**src/hw/rtl/colon_key_value_table_lookup_macros.svh**
```systemverilog
// ----------------------------------------------------------------------------
// colon key/value table lookup assertion macros
// shared property forms for the table lookup checks
// ----------------------------------------------------------------------------
`ifndef COLON_KEY_VALUE_TABLE_LOOKUP_MACROS_SVH
`define COLON_KEY_VALUE_TABLE_LOOKUP_MACROS_SVH

// same-cycle implication
`define CKVTL_ASSERT_SAME(name, ante, cons) \
    name: assert property (@(posedge clk) disable iff (!rst_n) (ante) |-> (cons)) \
        else $error("table lookup check failed");

// next-cycle implication
`define CKVTL_ASSERT_NEXT(name, ante, cons) \
    name: assert property (@(posedge clk) disable iff (!rst_n) (ante) |=> (cons)) \
        else $error("table lookup check failed");

`endif

```
**src/hw/rtl/ckvtl_pkg.sv**
```systemverilog
// ----------------------------------------------------------------------------
// ckvtl_pkg
// types and constants shared by the table lookup modules
// ----------------------------------------------------------------------------
`default_nettype none

package ckvtl_pkg;

    localparam int SLOT_W  = 6;
    localparam int CNT_W   = 7;
    localparam int CPOS_W  = 4;
    localparam int KLEN_W  = 5;
    localparam int VLEN_W  = 4;
    localparam int VAL_BITS = 80;

    localparam logic [7:0] NEWLINE_CHAR = 8'd10;
    localparam logic [7:0] COLON_CHAR   = 8'd58;
    localparam logic [7:0] ZERO_CHAR    = 8'd0;

    typedef struct packed {
        logic [SLOT_W-1:0] slot;
        logic              key_we;
        logic [CPOS_W-1:0] key_pos;
        logic [7:0]        key_data;
        logic              val_we;
        logic [CPOS_W-1:0] val_pos;
        logic [7:0]        val_data;
        logic              len_we;
        logic [KLEN_W-1:0] key_len;
        logic [VLEN_W-1:0] val_len;
    } wr_t;

    typedef struct packed {
        logic [SLOT_W-1:0] slot;
        logic [CPOS_W-1:0] pos;
    } rd_req_t;

    typedef struct packed {
        logic [7:0]        key_data;
        logic [7:0]        val_data;
        logic [KLEN_W-1:0] key_len;
        logic [VLEN_W-1:0] val_len;
    } rd_data_t;

endpackage

`default_nettype wire

```
**src/hw/rtl/ckvtl_load.sv**
```systemverilog
// ----------------------------------------------------------------------------
// ckvtl_load
// splits load text into key/value lines and issues table writes
// ----------------------------------------------------------------------------
`default_nettype none

module ckvtl_load #(
    parameter int TABLE_DEPTH = 64,
    parameter int KEY_CHARS   = 10,
    parameter int VALUE_CHARS = 10,
    parameter int LINE_LIMIT  = 100
) (
    input  wire logic                       clk,
    input  wire logic                       rst_n,
    input  wire logic                       load_en,
    input  wire logic [7:0]                 data_byte,
    input  wire logic                       end_of_stream,
    output ckvtl_pkg::wr_t                  wr,
    output logic [ckvtl_pkg::CNT_W-1:0]     entry_count
);

    localparam int LPW = $clog2(LINE_LIMIT);
    localparam int KLW = ckvtl_pkg::KLEN_W;
    localparam int VLW = ckvtl_pkg::VLEN_W;
    localparam int CW  = ckvtl_pkg::CNT_W;
    localparam int SW  = ckvtl_pkg::SLOT_W;
    localparam int PW  = ckvtl_pkg::CPOS_W;
    localparam logic [KLW-1:0] KC  = KLW'(KEY_CHARS);
    localparam logic [VLW-1:0] VC  = VLW'(VALUE_CHARS);
    localparam logic [CW-1:0]  TD  = CW'(TABLE_DEPTH);
    localparam logic [LPW-1:0] LLM = LPW'(LINE_LIMIT - 1);

    logic [LPW-1:0] pos_reg, pos_next;
    logic           colon_reg, colon_next;
    logic           dead_reg, dead_next;
    logic [KLW-1:0] pkl_reg, pkl_next;
    logic [VLW-1:0] pvl_reg, pvl_next;
    logic [CW-1:0]  cnt_reg, cnt_next;
    logic           slot_ok;
    logic           fin;

    assign slot_ok     = cnt_reg < TD;
    assign entry_count = cnt_reg;

    always_comb
    begin
        pos_next   = pos_reg;
        colon_next = colon_reg;
        dead_next  = dead_reg;
        pkl_next   = pkl_reg;
        pvl_next   = pvl_reg;
        cnt_next   = cnt_reg;
        fin        = 1'b0;
        wr         = '0;
        wr.slot    = cnt_reg[SW-1:0];
        wr.key_pos = PW'(pkl_reg);
        wr.val_pos = PW'(pvl_reg);
        wr.key_data = data_byte;
        wr.val_data = data_byte;
        if (load_en)
        begin
            if (data_byte == ckvtl_pkg::NEWLINE_CHAR)
            begin
                fin = 1'b1;
            end
            else
            begin
                pos_next = pos_reg + 1'b1;
                if (!dead_reg)
                begin
                    if (data_byte == ckvtl_pkg::ZERO_CHAR)
                    begin
                        dead_next = 1'b1;
                    end
                    else if (data_byte == ckvtl_pkg::COLON_CHAR && !colon_reg)
                    begin
                        colon_next = 1'b1;
                    end
                    else if (colon_reg)
                    begin
                        wr.val_we = slot_ok && (pvl_reg < VC);
                        if (pvl_reg <= VC)
                        begin
                            pvl_next = pvl_reg + 1'b1;
                        end
                    end
                    else
                    begin
                        wr.key_we = slot_ok && (pkl_reg < KC);
                        if (pkl_reg <= KC)
                        begin
                            pkl_next = pkl_reg + 1'b1;
                        end
                    end
                end
                if (end_of_stream || pos_next >= LLM)
                begin
                    fin = 1'b1;
                end
            end
            if (fin)
            begin
                wr.key_len = pkl_next;
                wr.val_len = pvl_next;
                if (colon_next && pkl_next != '0 && pkl_next <= KC &&
                    pvl_next != '0 && pvl_next <= VC && slot_ok)
                begin
                    wr.len_we = 1'b1;
                    cnt_next  = cnt_reg + 1'b1;
                end
                pos_next   = '0;
                colon_next = 1'b0;
                dead_next  = 1'b0;
                pkl_next   = '0;
                pvl_next   = '0;
            end
        end
    end

    always_ff @(posedge clk or negedge rst_n)
    begin
        if (!rst_n)
        begin
            pos_reg   <= '0;
            colon_reg <= 1'b0;
            dead_reg  <= 1'b0;
            pkl_reg   <= '0;
            pvl_reg   <= '0;
            cnt_reg   <= '0;
        end
        else
        begin
            pos_reg   <= pos_next;
            colon_reg <= colon_next;
            dead_reg  <= dead_next;
            pkl_reg   <= pkl_next;
            pvl_reg   <= pvl_next;
            cnt_reg   <= cnt_next;
        end
    end

endmodule

`default_nettype wire

```
**config.mk**
```make
export PLATFORM = sky130hd
export DESIGN_NAME = ckvtl_load
export DESIGN_NICKNAME = d
export VERILOG_FILES = /design/src/hw/rtl/colon_key_value_table_lookup_macros.svh /design/src/hw/rtl/ckvtl_pkg.sv /design/src/hw/rtl/ckvtl_load.sv
export SDC_FILE = /design/constraint.sdc
export NUM_CORES = 1
export LEC_CHECK = 0
export ABC_AREA = 1
export BUFFER_PORTS_ARGS = -buffer_cell sky130_fd_sc_hd__buf_2
export CAP_MARGIN = 0
export CORE_MARGIN = 2
export CORE_UTILIZATION = 48
export CTS_BUF_LIST = sky130_fd_sc_hd__clkbuf_2
export DETAILED_ROUTE_END_ITERATION = 10
export PLACE_DENSITY_LB_ADDON = 0.05
export SLEW_MARGIN = 20
export SYNTH_ARGS = -nofsm -noshare
export SYNTH_HDL_FRONTEND = slang
export SYNTH_SLANG_ARGS = --single-unit
```
**constraint.sdc**
```tcl
create_clock -name clk -period 1.9 [get_ports clk]
set_input_delay 0.19 -clock clk [delete_from_list [all_inputs] [get_ports clk]]
set_output_delay 0.19 -clock clk [all_outputs]
set_load 0.03 [all_outputs]
```
==> results.md <==
* Status: complete, but fails checks
* Failing checks: setup timing
* Clock transition at path regs at approximately 0.26 ns
* Latest clock arrival within the worst-skew pair at approximately 0.35 ns
* R2r setup slk at -0.53 ns
* Starting Density at 0.497
* Final Wtd Congestion at 0.854
* CTS root buf: clkbuf_2
* Num CTS Buffers at 3
* Vias after detailed routing at between 2000 and 2500
* Yosys Warn Count at 0
* Synth cell types at 29
* Std cell rows at 23
* Routed Antenna Nets at 0
* Cells along the critical path: buf_6 > ha_4 > nand3_4 > nor2_4 > xor2_2 > nand3_2 > nand2_2 > nand2_4 > buf_4 > buf_8 > nor2_4 > buf_6
* Inserted Diodes at 0
* Ratio of cells with drive above 1 in the final layout at 0.458
* Critical path type: flip-flop to output port
* Final Core Density at 0.716
* Total Neg Setup Slack at -14.09 ns
* Area of the core at roughly 4000 sq um
* DIE WIDTH at ~70 um
* Hold depth at 4
* Vias in the first global route at around 1900
* DR vias/cell at between 4 and 5
* Pin count of the biggest net entering global routing at 26
* Hold Crit Start: end_of_stream
* WL final at a little over 5000 um
* First-pass GRT wire length at 7940 um
* Peak supply drop at 0.344 mV
* HPWL Detailed at between 3000 and 4000 um
* Seq/Total Area, Yosys at 0.315
* Max-slew violations at 0
* DR WL/cell at roughly 12 um
* Unrepaired setup endpoints after global routing: true
* Seq cells post-synth at 25
* Leak at approximately 1.5 nW
* Final routed DRC violation total at 0
* Worst Hold Class: input port to flip-flop
* Reg2Reg Depth at 15
* Design internal power at 0.792 mW
* Most frequent cells in the layout: nand2_1, buf_2, buf_4
* WP data arrival at between 2 and 2.5 ns
* Layout Area Growth over Synthesis at 44.1%
* Die area at 4670 sq um
* Final Hold Fails at 0
* Aggregate global routing overflow at 0
* Switch share at 0.379
* P per Cell Area at around 450 nW/um^2
* Pre-Repair DR Iteration Count at 4
* Clock sinks at 25
* Hold Path End: colon_reg
* Htree depth at 1
* Nets at 389
* Commonest non-fill, non-tap cell in the layout: nand2_1
* IO buf count at 60
* GRT Overall Usage at 0.222
* Syn nets at ~300
* Max cap viols at 0
* Syn Area/Cell at 7.05 sq um
* Endpoints failing setup at 33
* Sequential power share at 0.452
* IO Pins at between 60 and 70
* CTS tree: yes
* Net switching power at ~0.48 mW
* Reg2reg end: pvl_reg[2]
* Slowest CP cell: dfrtp_1
* Period Utilization, post-route at 1.30
* Bufs on Longest Clock Path at 2
* Critical path fanouts, max at 5
* Post-Syn Area at between 1500 and 2000 sq um
* Critical path required time at roughly 1.7 ns
* Final worst setup slack at -0.568 ns
* RR Startpoint: pos_reg[0]
* Fill count at between 300 and 400
* Max Clock Freq at 405 MHz
* Gate power share at 0.375
* Clk pwr share at 0.173
* Worst Max-Slew Pin Slew at between 0.6 and 0.7 ns
* Min cycle time layout at ~2.5 ns
* Mapped Cells at ~280
* Initial antenna violation count at 0
* Slew Limit Headroom at 0.597
* CP Launch Type: flip-flop
* Final instance count without filler cells at 419
* Clock skew at 0.00701 ns
* DR iter-0 viols at between 70 and 80
* CP Capture Type: output port
* Post-Place Cells at 401
* Critical Path Max Stage Delay at about 0.45 ns
* Die Ht at 68.3 um
==> final cells by class <==
| class | count | area [sq um] | share of cell area |
|---|---|---|---|
| Sequential cell | 25 | 629 | 0.220 |
| Inverter | 45 | 169 | 0.0590 |
| Multi-Input combinational cell | 182 | 1180 | 0.412 |
| Timing Repair Buffer | 113 | 803 | 0.281 |
| Clock buffer | 3 | 15.0 | 0.00524 |
| Clock inverter | 1 | 5.00 | 0.00175 |
| Tap cell | 50 | 62.6 | 0.0219 |
==> synth_stat cells (all sizes together) <==
master / n / area (sq um)
clkbuf: 2 / 7.51
o21ai: 5 / 25.0
a21oi: 3 / 18.8
o22ai: 14 / 87.6
o21bai: 1 / 7.51
nand2: 66 / 265
xor2: 8 / 77.6
nand4: 6 / 37.5
nor3: 3 / 15.0
ha: 7 / 87.6
buf: 28 / 205
nand3: 28 / 155
inv: 45 / 169
nor2: 38 / 179
a211oi: 1 / 7.51
mux2i: 1 / 10.0
nor4: 1 / 6.26
dfrtp: 25 / 626
==> what timing repair did <==
| action | CTS | global route |
|---|---|---|
| resized for setup | 38 | 44 |
| hold endpoints to repair | 25 | 0 |
| hold buffers | 1 | 0 |
| cloned | 1 | 0 |
| setup endpoints to repair | 18 | 37 |
| pin swaps | 2 | 8 |
| buffers inserted | 11 | 3 |
==> how the worst max path moves through the flow <==
stage               start     to  depth (start not counted)
2_1_floorplan  pos_reg[0]  wr[0]                          9
6_report       pos_reg[0]  wr[1]                         12
5_1_grt        pos_reg[0]  wr[9]                         15
3_3_place_gp   pos_reg[1]  wr[9]                         13
3_5_place_dp   pos_reg[0]  wr[9]                         13
4_1_cts        pos_reg[0]  wr[9]                         14
==> worst max-delay path, delay by kind of cell (launching register included) <==
kind | cells | cell delay [ns]
and+or+nand+nor | 6 | 0.62
buffers and inverters | 4 | 0.55
DFF | 1 | 0.45
adders and majority gates | 1 | 0.16
xor gates and xnor gates | 1 | 0.16
==> kinds of logic after synthesis <==
group	synth area share
flops	0.315
buf+inv	0.192
mux	0.00504
fa+ha+maj	0.0441
xor+xnor	0.0390
compound gates	0.0737
simple gates	0.331
==> power by group through the flow <==
stage | clock network (mW) | logic, mW | registers (mW)
after CTS | 0.228 | 0.441 | 0.576
after global routing | 0.244 | 0.529 | 0.580
after detailed placement | 0 | 0.403 | 0.580
after global placement | 0 | 0.402 | 0.579
final | 0.221 | 0.478 | 0.576
after floorplan | 0 | 0.269 | 0.581
==> stage by stage <==
| stage | hold slack, ns | cell area [sq um] | setup slack (ns) | power, mW |
|---|---|---|---|---|
| global route | 0.130 | 2860 | -0.696 | 1.35 |
| detailed placement | 0.232 | 2430 | -0.131 | 0.983 |
| global placement | 0.223 | 2430 | -0.0871 | 0.980 |
| finish | 0.136 | 2860 | -0.568 | 1.28 |
| floorplan | -0.106 | 1990 | -0.0955 | 0.850 |
| CTS | 0.0996 | 2690 | -0.510 | 1.24 |
==> layer usage <==
metal	global-route usage	routed length, um	vias up
li1	-	-	1036
met1	0.266	2230	947
met2	0.413	2690	55
met3	0.0197	207	6
met4	0.0725	29	0
met5	0	0	-
No activity file was read; power rests on OpenSTA's default activity.
