### src/hw/rtl/colon_key_value_table_lookup_macros.svh
// ----------------------------------------------------------------------------
// colon key/value table lookup assertion macros
// shared property forms for the table lookup checks
// ----------------------------------------------------------------------------
`ifndef COLON_KEY_VALUE_TABLE_LOOKUP_MACROS_SVH
`define COLON_KEY_VALUE_TABLE_LOOKUP_MACROS_SVH

// same-cycle implication
`define CKVTL_ASSERT_SAME(name, ante, cons) \
    name: assert property (@(posedge clk) disable iff (!rst_n) (ante) |-> (cons)) \
        else $error("table lookup check failed");

// next-cycle implication
`define CKVTL_ASSERT_NEXT(name, ante, cons) \
    name: assert property (@(posedge clk) disable iff (!rst_n) (ante) |=> (cons)) \
        else $error("table lookup check failed");

`endif

### src/hw/rtl/ckvtl_pkg.sv
// ----------------------------------------------------------------------------
// ckvtl_pkg
// types and constants shared by the table lookup modules
// ----------------------------------------------------------------------------
`default_nettype none

package ckvtl_pkg;

    localparam int SLOT_W  = 6;
    localparam int CNT_W   = 7;
    localparam int CPOS_W  = 4;
    localparam int KLEN_W  = 5;
    localparam int VLEN_W  = 4;
    localparam int VAL_BITS = 80;

    localparam logic [7:0] NEWLINE_CHAR = 8'd10;
    localparam logic [7:0] COLON_CHAR   = 8'd58;
    localparam logic [7:0] ZERO_CHAR    = 8'd0;

    typedef struct packed {
        logic [SLOT_W-1:0] slot;
        logic              key_we;
        logic [CPOS_W-1:0] key_pos;
        logic [7:0]        key_data;
        logic              val_we;
        logic [CPOS_W-1:0] val_pos;
        logic [7:0]        val_data;
        logic              len_we;
        logic [KLEN_W-1:0] key_len;
        logic [VLEN_W-1:0] val_len;
    } wr_t;

    typedef struct packed {
        logic [SLOT_W-1:0] slot;
        logic [CPOS_W-1:0] pos;
    } rd_req_t;

    typedef struct packed {
        logic [7:0]        key_data;
        logic [7:0]        val_data;
        logic [KLEN_W-1:0] key_len;
        logic [VLEN_W-1:0] val_len;
    } rd_data_t;

endpackage

`default_nettype wire

### src/hw/rtl/ckvtl_scan.sv
// ----------------------------------------------------------------------------
// ckvtl_scan
// query capture and table scan sequencer with one shared byte compare
// ----------------------------------------------------------------------------
`default_nettype none

module ckvtl_scan #(
    parameter int TABLE_DEPTH = 64,
    parameter int KEY_CHARS   = 10,
    parameter int VALUE_CHARS = 10
) (
    input  wire logic                           clk,
    input  wire logic                           rst_n,
    input  wire logic                           query_en,
    input  wire logic [7:0]                     data_byte,
    input  wire logic                           end_of_stream,
    input  wire logic [ckvtl_pkg::CNT_W-1:0]    entry_count,
    input  wire ckvtl_pkg::rd_data_t            rd_data,
    output ckvtl_pkg::rd_req_t                  rd_req,
    output logic                                busy,
    output logic                                strobe,
    output logic                                found,
    output logic [5:0]                          entry_index,
    output logic [63:0]                         value_low,
    output logic [15:0]                         value_high,
    output logic [3:0]                          value_length,
    output logic                                last_result
);

    localparam int KPW = (KEY_CHARS > 1) ? $clog2(KEY_CHARS) : 1;
    localparam int KLW = ckvtl_pkg::KLEN_W;
    localparam int VLW = ckvtl_pkg::VLEN_W;
    localparam int CW  = ckvtl_pkg::CNT_W;
    localparam int SW  = ckvtl_pkg::SLOT_W;
    localparam int PW  = ckvtl_pkg::CPOS_W;
    localparam int VB  = ckvtl_pkg::VAL_BITS;
    localparam logic [KLW-1:0] KC = KLW'(KEY_CHARS);

    typedef enum logic [7:0] {
        S_IDLE = 8'b0000_0001,
        S_LEN  = 8'b0000_0010,
        S_LCHK = 8'b0000_0100,
        S_KRD  = 8'b0000_1000,
        S_KCMP = 8'b0001_0000,
        S_VRD  = 8'b0010_0000,
        S_VCAP = 8'b0100_0000,
        S_DONE = 8'b1000_0000
    } state_t;

    state_t          state_reg, state_next;
    logic [7:0]      qchars_reg [KEY_CHARS];
    logic [KLW-1:0]  qlen_reg, qlen_next;
    logic [SW-1:0]   slot_reg, slot_next;
    logic [PW-1:0]   pos_reg, pos_next;
    logic [VLW-1:0]  vlen_reg, vlen_next;
    logic [VB-1:0]   vbytes_reg, vbytes_next;
    logic            pv_valid_reg, pv_valid_next;
    logic [SW-1:0]   pv_slot_reg, pv_slot_next;
    logic [VB-1:0]   pv_bytes_reg, pv_bytes_next;
    logic [VLW-1:0]  pv_len_reg, pv_len_next;
    logic            strobe_reg, strobe_next;
    logic            found_reg, found_next;
    logic [5:0]      index_reg, index_next;
    logic [VB-1:0]   val_reg, val_next;
    logic [3:0]      vl_reg, vl_next;
    logic            last_reg, last_next;
    logic            slot_end;
    logic            qwrite;

    assign slot_end = (CW'(slot_reg) + 1'b1) == entry_count;
    assign qwrite   = (state_reg == S_IDLE) && query_en && (qlen_reg < KC);
    assign rd_req.slot = slot_reg;
    assign rd_req.pos  = pos_reg;

    always_comb
    begin
        state_next    = state_reg;
        qlen_next     = qlen_reg;
        slot_next     = slot_reg;
        pos_next      = pos_reg;
        vlen_next     = vlen_reg;
        vbytes_next   = vbytes_reg;
        pv_valid_next = pv_valid_reg;
        pv_slot_next  = pv_slot_reg;
        pv_bytes_next = pv_bytes_reg;
        pv_len_next   = pv_len_reg;
        strobe_next   = 1'b0;
        found_next    = found_reg;
        index_next    = index_reg;
        val_next      = val_reg;
        vl_next       = vl_reg;
        last_next     = last_reg;
        case (state_reg)
            S_IDLE:
            begin
                if (query_en)
                begin
                    if (qlen_reg <= KC)
                    begin
                        qlen_next = qlen_reg + 1'b1;
                    end
                    if (end_of_stream)
                    begin
                        slot_next     = '0;
                        pv_valid_next = 1'b0;
                        state_next    = (entry_count == '0) ? S_DONE : S_LEN;
                    end
                end
            end
            S_LEN:
            begin
                state_next = S_LCHK;
            end
            S_LCHK:
            begin
                vlen_next = rd_data.val_len;
                pos_next  = '0;
                if (rd_data.key_len == qlen_reg)
                begin
                    state_next = S_KRD;
                end
                else
                begin
                    slot_next  = slot_reg + 1'b1;
                    state_next = slot_end ? S_DONE : S_LEN;
                end
            end
            S_KRD:
            begin
                state_next = S_KCMP;
            end
            S_KCMP:
            begin
                if (rd_data.key_data != qchars_reg[pos_reg[KPW-1:0]])
                begin
                    slot_next  = slot_reg + 1'b1;
                    state_next = slot_end ? S_DONE : S_LEN;
                end
                else if ((KLW'(pos_reg) + 1'b1) == qlen_reg)
                begin
                    pos_next    = '0;
                    vbytes_next = '0;
                    state_next  = S_VRD;
                end
                else
                begin
                    pos_next   = pos_reg + 1'b1;
                    state_next = S_KRD;
                end
            end
            S_VRD:
            begin
                state_next = S_VCAP;
            end
            S_VCAP:
            begin
                vbytes_next[pos_reg*8 +: 8] = rd_data.val_data;
                if ((pos_reg + 1'b1) == PW'(vlen_reg))
                begin
                    // hand the held match out, this one waits for the next
                    if (pv_valid_reg)
                    begin
                        strobe_next = 1'b1;
                        found_next  = 1'b1;
                        index_next  = 6'(pv_slot_reg);
                        val_next    = pv_bytes_reg;
                        vl_next     = 4'(pv_len_reg);
                        last_next   = 1'b0;
                    end
                    pv_valid_next = 1'b1;
                    pv_slot_next  = slot_reg;
                    pv_bytes_next = vbytes_next;
                    pv_len_next   = vlen_reg;
                    slot_next     = slot_reg + 1'b1;
                    state_next    = slot_end ? S_DONE : S_LEN;
                end
                else
                begin
                    pos_next   = pos_reg + 1'b1;
                    state_next = S_VRD;
                end
            end
            S_DONE:
            begin
                strobe_next = 1'b1;
                last_next   = 1'b1;
                found_next  = pv_valid_reg;
                index_next  = pv_valid_reg ? 6'(pv_slot_reg) : 6'd0;
                val_next    = pv_valid_reg ? pv_bytes_reg : '0;
                vl_next     = pv_valid_reg ? 4'(pv_len_reg) : 4'd0;
                qlen_next   = '0;
                state_next  = S_IDLE;
            end
            default:
            begin
                state_next = S_IDLE;
            end
        endcase
    end

    always_ff @(posedge clk)
    begin
        if (qwrite)
        begin
            qchars_reg[qlen_reg[KPW-1:0]] <= data_byte;
        end
        slot_reg     <= slot_next;
        pos_reg      <= pos_next;
        vlen_reg     <= vlen_next;
        vbytes_reg   <= vbytes_next;
        pv_slot_reg  <= pv_slot_next;
        pv_bytes_reg <= pv_bytes_next;
        pv_len_reg   <= pv_len_next;
        found_reg    <= found_next;
        index_reg    <= index_next;
        val_reg      <= val_next;
        vl_reg       <= vl_next;
        last_reg     <= last_next;
    end

    always_ff @(posedge clk or negedge rst_n)
    begin
        if (!rst_n)
        begin
            state_reg    <= S_IDLE;
            qlen_reg     <= '0;
            pv_valid_reg <= 1'b0;
            strobe_reg   <= 1'b0;
        end
        else
        begin
            state_reg    <= state_next;
            qlen_reg     <= qlen_next;
            pv_valid_reg <= pv_valid_next;
            strobe_reg   <= strobe_next;
        end
    end

    assign busy         = (state_reg != S_IDLE);
    assign strobe       = strobe_reg;
    assign found        = found_reg;
    assign entry_index  = index_reg;
    assign value_low    = val_reg[63:0];
    assign value_high   = val_reg[79:64];
    assign value_length = vl_reg;
    assign last_result  = last_reg;

endmodule

`default_nettype wire

### config.mk
export PLATFORM = sky130hd
export DESIGN_NAME = ckvtl_scan
export DESIGN_NICKNAME = d
export VERILOG_FILES = /design/src/hw/rtl/colon_key_value_table_lookup_macros.svh /design/src/hw/rtl/ckvtl_pkg.sv /design/src/hw/rtl/ckvtl_scan.sv
export SDC_FILE = /design/constraint.sdc
export NUM_CORES = 1
export LEC_CHECK = 0
export BUFFER_PORTS_ARGS = -buffer_cell sky130_fd_sc_hd__buf_2
export CORE_ASPECT_RATIO = 2
export CORE_MARGIN = 2
export CORE_UTILIZATION = 59
export CTS_CLUSTER_SIZE = 10
export DETAILED_ROUTE_END_ITERATION = 12
export PLACE_DENSITY_LB_ADDON = 0.12
export SLEW_MARGIN = 20
export SYNTH_ARGS = -nofsm -noshare
export SYNTH_HDL_FRONTEND = slang
export SYNTH_SLANG_ARGS = --single-unit
### constraint.sdc
create_clock -name clk -period 9.85 [get_ports clk]
set_clock_uncertainty 0.05 [all_clocks]
set_input_delay 0.4925 -clock clk [delete_from_list [all_inputs] [get_ports clk]]
set_output_delay 0.4925 -clock clk [all_outputs]
set_load 0.005 [all_outputs]
==> results.txt <==
The run finished with clean final reports. The number of antenna violations at the first check in global routing came to 0. The global-route wire length before repair came out at 44300 um. The top-level I/O count came out at 148. Detailed routing inserted a total of 8145 vias.

The area of the core came out at 25500 um^2. The most common flop cell mapped by yosys is edfxtp_1. The fraction of synthesized cell area in xor and xnor cells came out at 2.35%. The count of endpoints failing hold in the final timing report is 0. The sum of net half-perimeters after detailed placement came out at 19500 um. Measured along the y axis, the die boundary spans about 230 um.

The count of hold-fix buffers inserted at cts is 1. The number of setup violations in the final report is 0. The maximum number of pins on one net before global-route repair came out at 93. After detailed routing, the number of vias per cell comes to 5.43.

The time the worst path needs with I/O delays and setup came out at 4.14 ns. The largest family of logic cells by synthesized area is simple AND/OR/NAND/NOR gates. The global route total overflow is 0.

The global placer's final weighted congestion is between 0.8 and 0.9. The floorplan has 83 rows. Buffers added to address setup during post-CTS repair amount to 0. The worst pin sits at a relative slew slack of between 20% and 30%.

For this run, the share of the core covered by cells in the final layout is 68.8%. In this run the static leakage power is 0.00625 uW. The sequential fraction of the synthesis area is 73.2%. The clock tree from TritonCTS is built. Setup repair after global routing left no endpoint under its margin. The cell sitting at the root of the clock tree is a clkbuf_16. The signal on the critical path passes through nor2b_1 -> a22oi_1 -> a21o_1 -> a211o_1 -> nor4_4 -> o21ai_0 -> o21ai_4 -> buf_4.

The clock-pin slew on the worst setup and hold paths is 0.06 ns. The highest attainable clock frequency is 241 MHz. Summed over all layers, the routed wires come to around 29000 um. STA classifies the critical path startpoint as a register. The share of cell area taken by muxes after synthesis came out at 6.49%. VDD sags by at most 0.000177 V. The area of the die came out at 27200 um^2.

When the netlist entered floorplanning its net count stood at 1033. The type of destination of the critical path is a register. The final cycle utilization of the critical path is between 40% and 50%. The maximum fanout along the worst path is 80.

In the global route stage, overall resource usage came out at 21.5%. Relative to the synthesized area, the layout overhead comes to 15.5%. On the critical path the largest part of the delay comes from compound AO/OA/AOI/OAI gates. The total power density per cell area came out at 190 nW/um^2. The class of the tightest hold or removal check is input port to register. The largest stage delay on the critical path came out at 0.88 ns. Counting every instance in the synthesized netlist gives 981.

At the worst endpoint, the arrival time is 4.25 ns. The final cell count without fillers came out at 1499. The detailed-route DRC error count is 0. The placed instance count is 1436. The critical path in this run is classified as register to register. The max-slew violation count came out at 0. In this run the tool buffered the top-level ports with between 100 and 150 buffer cells. The mean routed wirelength per cell is 19.3 um. Among all stages on the critical path, the largest delay is contributed by dfxtp_1. The number of warnings reported in the yosys synthesis log came out at 0.

The maximum count of clock buffers along a single path is 3. Of all flip-flops after synthesis, the portion carrying an async set or reset was 4.00%. The total CTS buffers came out at 43. The total of max-cap violations is 0. The number of distinct library cell variants in the gate-level netlist after synthesis came out at 57. The total number of nets in the final design came out at 1195. The number of storage elements in the synthesis netlist came out at approximately 380.

The number of global-route vias before repair came to approximately 8000. The count of inserted antenna diode cells came out at 0. In this run, the number of DRC markers left after iteration 0 of detailed routing was 375. The share of final-layout standard cells stronger than drive strength 1 came out at 23.2%.

The area share of and/or/nand/nor cells after synthesis came out at between 10 and 15%. The initial core utilization came out at 59.6%. The worst hold margin came out at 0.0860 ns. The number of enable flip-flop cells after synthesis is 356. The cell area after synthesis came out at 15200 um^2.

The synthesized area per cell came out at 15.5 um^2. The startpoint identified for the worst hold timing path is rd_data[3]. The number of optimization iterations in the first detailed-route pass is 4. In the final timing run, aggregate negative setup slack is 0 ns. The number of antenna-violating nets in the routed design came out at 0.

The actual slew at the worst max-slew pin came out at 1.09 ns. The required time of the worst setup path is 9.95 ns. The compound-cell area share of the yosys netlist is under 10%. The insertion delay of the later-clocked pin in the worst-skew pair came out at 0.55 ns. The number of sinks driven by the clock tree came out at 375. The number of resized instances in the post-cts repair step came out at 0.

The number of levels in the clock H-tree came out at 2. The die extent in x came out at 118 um. The adder-cell share of the synthesized area is 0.658%.

The combined buffer and inverter count along the critical path came out at 1.
==> layer usage <==
| layer | vias to the layer above | routed length [um] | global-route usage (%) |
|---|---|---|---|
| li1 | 3906 | - | - |
| met1 | 3920 | 10000 | 22.7 |
| met2 | 239 | 16000 | 40.8 |
| met3 | 80 | 1280 | 3.25 |
| met4 | 0 | 1560 | 11.8 |
| met5 | - | 0 | 0 |
==> cell usage in the layout (no fill, tap or decap), drive strengths merged, types with 2 or more instances in the layout <==
cell,Yosys,routed
a22o,2,2
a21o,6,6
o21ai,48,48
xnor2,17,17
mux4,8,8
ha,8,8
mux2,46,46
and4b,2,2
dfrtp,14,14
nor3,9,9
nand4b,2,2
nor4b,3,3
buf,8,155
xor2,23,23
clkbuf,31,59
mux2i,29,29
dfxtp,4,4
nand3,14,14
nand4,6,6
nor4,6,6
nor2,33,33
and4,3,3
inv,11,12
o22ai,2,2
and3,5,5
a21oi,4,4
nor2b,178,178
or2,2,2
and2,11,11
nand2,67,67
edfxtp,356,356
nand2b,2,2
a22oi,6,6
==> area by class of cell <==
class,count,area [um^2]
flip-flops and latches,375,11100
inverters,12,46.3
fillers,1818,7970
repair buffers,156,826
multi-input cells,555,3910
clock buffers,59,1180
well taps,340,425
clock inverters,2,50.0
==> path summary, 6_finish.rpt <==
check | to | cells past startpoint | slack [ns]
worst max-delay path | vbytes_reg[50] | 8 | 5.71
worst min-delay path | vlen_reg[3] | 1 | 0.09
worst max register to register | vbytes_reg[50] | 8 | 5.71
worst min register to register | pv_len_reg[0] | 0 | 0.43
max in group asynchronous | state_reg[0] | 2 | 9.11
min in group asynchronous | strobe | 2 | 0.34
==> Yosys cell counts (2+ instances only) <==
cell / number / share of area (%)
a22o_1: 2 / 0.12
nor2b_1: 178 / 7.3
o22ai_1: 2 / 0.082
edfxtp_1: 356 / 70
nor3_1: 8 / 0.26
and4b_1: 2 / 0.13
nor2_1: 33 / 0.81
and4_1: 3 / 0.17
nand4_1: 6 / 0.25
o21ai_0: 47 / 1.5
ha_1: 8 / 0.66
mux2i_1: 29 / 1.9
dfrtp_1: 14 / 2.3
nor4_1: 5 / 0.21
xnor2_1: 16 / 0.92
and2_1: 11 / 0.45
nand3_1: 14 / 0.46
mux2_2: 45 / 3.3
and3_1: 5 / 0.21
mux4_2: 8 / 1.2
nor4b_1: 2 / 0.12
nand4b_1: 2 / 0.12
xor2_1: 23 / 1.3
or2_2: 2 / 0.082
buf_2: 3 / 0.099
nand2b_1: 2 / 0.082
inv_1: 11 / 0.27
a21o_1: 6 / 0.30
nand2_1: 67 / 1.7
buf_4: 3 / 0.15
dfxtp_1: 4 / 0.53
a22oi_1: 6 / 0.30
a21oi_1: 4 / 0.13
clkbuf_1: 31 / 0.76
==> where the power goes <==
part	switching [uW]	internal, uW
clock	565	849
sequential	31.2	1760
combinational	81.0	53.2
==> through the flow <==
step | setup WS [ns] | cell area [um^2] | power [uW]
2_1_floorplan | 1.49 | 15200 | 1900
5_1_grt | 5.38 | 17600 | 3440
4_1_cts | 5.69 | 17600 | 3370
3_5_place_dp | 5.76 | 16300 | 1960
6_report | 5.71 | 17600 | 3340
3_3_place_gp | 5.78 | 16300 | 1950
==> logic make-up (layout without fill, tap and decap cells) <==
| family | count (synthesis) | in the layout |
|---|---|---|
| flops | 375 | 375 |
| simple gates | 346 | 346 |
| mux | 83 | 83 |
| compound gates | 78 | 78 |
| buf+inv | 51 | 229 |
| xor+xnor | 40 | 40 |
| fa+ha+maj | 8 | 8 |
Note: power is estimated with default switching activity, not from simulation.
